$ cat config.mk
export PLATFORM = sky130hd
export DESIGN_NAME = cdq_ram
export DESIGN_NICKNAME = d
export VERILOG_FILES = /design/src/sv/cdq_ram.sv
export SDC_FILE = /design/constraint.sdc
export NUM_CORES = 2
export LEC_CHECK = 0
export BUFFER_PORTS_ARGS = -buffer_cell sky130_fd_sc_hd__buf_2
export CAP_MARGIN = 0
export CORE_MARGIN = 10
export CORE_UTILIZATION = 43
export CTS_BUF_LIST = sky130_fd_sc_hd__clkbuf_4 sky130_fd_sc_hd__clkbuf_8
export CTS_CLUSTER_SIZE = 10
export DETAILED_ROUTE_END_ITERATION = 7
export PLACE_DENSITY = 0.7
export SETUP_SLACK_MARGIN = 0.3
export SLEW_MARGIN = 10
export SYNTH_ARGS = -nofsm -noshare
export SYNTH_HDL_FRONTEND = slang
export SYNTH_SLANG_ARGS = --single-unit
$ cat constraint.sdc
create_clock -name clk_i -period 3.9 [get_ports clk_i]
set_input_delay 0.39 -clock clk_i [delete_from_list [all_inputs] [get_ports clk_i]]
set_output_delay 0.39 -clock clk_i [all_outputs]
set_load 0.05 [all_outputs]
$ cat src/sv/cdq_ram.sv
`timescale 1ns / 1ps

module cdq_ram #(
  parameter int WIDTH  = 32,
  parameter int DEPTH  = 128,
  parameter int ADDR_W = (DEPTH > 1) ? $clog2(DEPTH) : 1
) (
  input  logic              clk_i,
  input  logic              we_i,
  input  logic [ADDR_W-1:0] waddr_i,
  input  logic [WIDTH-1:0]  wdata_i,
  input  logic              re_i,
  input  logic [ADDR_W-1:0] raddr_i,
  output logic [WIDTH-1:0]  rdata_o
);

  logic [WIDTH-1:0] mem [DEPTH];

  always_ff @(posedge clk_i) begin
    if (we_i) begin
      mem[waddr_i] <= wdata_i;
    end
  end

  always_ff @(posedge clk_i) begin
    if (re_i) begin
      rdata_o <= mem[raddr_i];
    end
  end

endmodule

### Word-level counts from Yosys, hierarchy flattened

Memory sizes are Yosys's and may differ from the RTL's. A register that Yosys moved wholly into a read port is not among the register bits.
Cells that the tools add are included.

| word-level totals | value |
|---|---|
| flip-flop bits (word level) | 0 |
| latch bits | 0 |
| memory bits (writable) | 4096 |
| memory bits (read-only) | 0 |
| output and inout port bits | 32 |
| logic and storage cells | 3 |
| memories kept | 1 |

Memories:

| name | depth | width | read ports | clocked after memory_dff | wr ports | line | source |
|---|---|---|---|---|---|---|---|
| mem | 128 | 32 | 1 | 1 | 1 | 17 | `logic [WIDTH-1:0] mem [DEPTH];` |

| cells by class | value |
|---|---|
| $add $sub $neg | 0 |
| $mul | 0 |
| div/mod/pow operators | 0 |
| order comparisons | 0 |
| equality and inequality tests | 0 |
| shift-type cells | 0 |
| mux-type cells | 2 |
| bitwise logic cells | 0 |
| reduce and logical (&&, ||, !) cells | 0 |

Operator list:

| operator | count |
|---|---|
| $mux 1 | 2 |

### Depth between registers and ports, before layout

| logic depth | value |
|---|---|
| depth after elaboration | 2 |
| gate-level depth with buffers | 8 |
| gate-level depth less buffers | 4 |

### Worst setup path before layout

OpenSTA, ideal clock, no wires.

| timing path | value |
|---|---|
| kind | input port to flip-flop |
| from | input we_i |
| to | memory mem[98][0], enable pin |
| setup time | 0.461 ns |
| data arrival time | 3.168 ns |
| path slack | 0.271 ns |
| cell stages on the path | 3 |
| path buffers | 1 |
| cell sequence | clkbuf_1 nand4_1 nor3_1 |

| on the way | value |
|---|---|
| longest elaborated chain between the ends | 2 |

RTL lines:

| element | line | source |
|---|---|---|
| start, declared | 9 | `input logic we_i,` |
| $mux 1 | 20 | `if (we_i) begin` |
| $mux 1 (implied by the code) | 21 | `mem[waddr_i] <= wdata_i;` |
| end, declared | 17 |  |

No other way between the ends.

==> results_dict.tcl <==
set metrics [dict create \
    cp-start-kind "flop" \
    core_um2 362500 \
    fin_worst_skew_ns 0.08076 \
    grt_remaining_overflow 0 \
    wirelength_mm 427.5 \
    fmax_mhz 344.5 \
    rrSetupSlack_ns 1.0 \
    slew_headroom_pct 13.48 \
    ctsResizeCount 0 \
    numPortBuffers 80 \
    start_util_pct 43.20 \
    hp-class "in -> reg" \
    layout-drive-gt1-share_pct 40.89 \
    synth_flop_cell "edfxtp_1" \
    first_iter_violations 12040 \
    die_h_um 623.5 \
    drt_first_pass_iters 5 \
    rsz0062_at_grt "no" \
    min_period_ns 2.903 \
    min_period_over_period_pct 74.43 \
    synth_top_area_share_pct 79.16 \
    stdcell_count 12128 \
    post_drt_wl_per_cell_um 35.25 \
    async_flop_share_pct 0 \
    cts_buffer_depth 4 \
    drc 0 \
    num-nets-final 6880 \
    leakagePower_nw 55.28 \
    finalHoldViolCount 0 \
    cts_num_sinks 4128 \
    critical_path_class "reg -> reg" \
    synth_cell_types 16 \
    first_global_vias 75318 \
    p_per_area_nw_per_um2 493.5 \
    synthToLayoutAreaGrowth_pct 14.68 \
    power_mw 88.62 \
    dpl.hpwl_mm 245.2 \
    ys_seq_area_share_pct 79.16 \
    worstSetupEndpoint "rdata_o[16]" \
    cts_root_buffer "clkbuf_8" \
    grt_max_degree 103 \
    synth_seq_cells 4128 \
    ys_top_cells_by_area "edfxtp_1, mux4_2, clkbuf_1" \
    synth.most_common_cell "edfxtp_1" \
    cts_tree "done" \
    syn_area_um2 156600 \
    setup_tns_ns 0 \
    ys_warn_count 0 \
    grt_pass1_wl_mm 594.2 \
    place_congestion 0.8546 \
    clk_latency_ns 1.09 \
    syn_inst 5990 \
    reg2reg_depth 4 \
    endpoint_kind "flop" \
    io_pins 81 \
    routed_via_density 6.131 \
    synth_enable_flop_cells 4128 \
    avgSynthCellArea_um2 26.14 \
    postLayoutCoreUtil_pct 49.54 \
    place_inst 10983 \
    setup_violations 0 \
    track_usage_pct 21.61 \
    ant_nets 0 \
    htreeDepth 6 \
    antenna_found_initial 62 \
    r2r-start "mem[7][16]" \
    ir_drop_mv 0.3703 \
    syn_nets 6039 \
    vias 74353 \
    path_max_fanout 1 \
    r2r-end "rdata_o[16]" \
    cts_inserted_buffers 621 \
    holdWs_ns 0.06082 \
    die_area_um2 388700 \
    rows 221 \
    outcome "completed" \
    cp-startpoint "mem[7][16]" \
    die_x_um 623.5 \
    drv_cap 0 \
    arrival_ns 3.66 \
    yosysTopAreaCell "edfxtp_1" \
    synth_commonest_cells "edfxtp_1, mux4_2, clkbuf_1" \
    worst_pin_slew_ns 1.298 \
    clkTransAtPathRegs_ns 0.06 \
    drv_slew 0 \
    worst_ep_required_time_ns 4.65 \
]
per-layer routing:
layer / vias to the layer above / track usage (%) / share of wire [%]
met5: - / 0 / 0.051
met4: 34 / 9.443 / 5.0
met3: 917 / 5.971 / 13
met2: 5252 / 33.17 / 46
met1: 39901 / 29.21 / 35
li1: 28249 / - / -
cells in the final DEF (no fill, tap or decap):
master and instances:
buf_6 1, clkinv_1 130, nand3_2 4, clkinvlp_4 19, clkinv_2 46, nand2b_1 2
inv_6 11, nand4_1 3, inv_8 8, nor3_2 9, dlygate4sd3_1 18, bufinv_16 7
clkbuf_8 630, inv_12 2, edfxtp_1 4128, buf_2 42, clkinv_8 4, nand3_1 8
nand2_2 3, buf_8 3, diode_2 41, buf_4 351, nor2_4 119, mux2_2 32
nor2_1 3, nand2_1 11, clkbuf_4 226, inv_16 2, or3_1 1, mux4_2 1344
nor2b_1 7, buf_12 119
how the worst min path moves through the flow:
stage                       end  depth (start not counted)         from  slack, ns
floorplan             mem[0][0]                          0   wdata_i[0]       0.49
global placement    mem[64][18]                          1  wdata_i[18]       0.91
CTS                 mem[88][16]                          1  wdata_i[16]       0.01
detailed placement  rdata_o[10]                          1  rdata_o[10]       0.94
global route        mem[67][22]                          1  wdata_i[22]       0.04
finish              mem[66][22]                          1  wdata_i[22]       0.06
through the flow:
stage / setup WS (ns) / area [µm²]
detailed placement: 0.09418 / 167500
finish: 0.9971 / 179600
global route: 1.004 / 179500
floorplan: 0.2713 / 156600
CTS: 0.9883 / 179400
global placement: 0.1067 / 167500
cell families (layout without fill, tap and decap cells):
kind of cell	count (synthesis)	count (layout)	share of synthesized area, %
buffers and inverters	316	1619	0.8373
flip-flops	4128	4128	79.16
multiplexers	1376	1376	19.56
AND/OR/NAND/NOR	170	170	0.4450
other	0	41	0
critical path: stages, from the launching register on:
cell and delay [ns]:
edfxtp_1 0.38, mux4_2 0.50, mux4_2 0.66, mux4_2 0.70, mux2_2 0.34
power breakdown:
part | internal, mW | total [mW] | leakage, nW | switching [mW]
combinational | 1.96 | 5.18 | 11.9 | 3.21
sequential | 49.1 | 49.2 | 37.1 | 0.152
clock | 17.7 | 34.2 | 6.21 | 16.5
total | 68.7 | 88.6 | 55.3 | 19.9
sequential cells by signal, indices dropped and copies added, names as in the netlist:
signal   count
mem       4096
rdata_o     32
what timing repair did:
item,4_1_cts,5_1_grt
hold buffers,17,1
setup endpoints to repair,0,0
setup buffers,0,0
hold endpoints to repair,754,39
layout make-up:
type | instances | area [µm²]
flip-flops and latches | 4128 | 124000
diodes | 41 | 102.6
well taps | 4794 | 5998
repair buffers | 534 | 5464
clock buffers | 856 | 10370
fillers | 27558 | 182900
clock inverters | 229 | 1395
multi-input cells | 1546 | 32290
(Power assumes the default switching activity.)
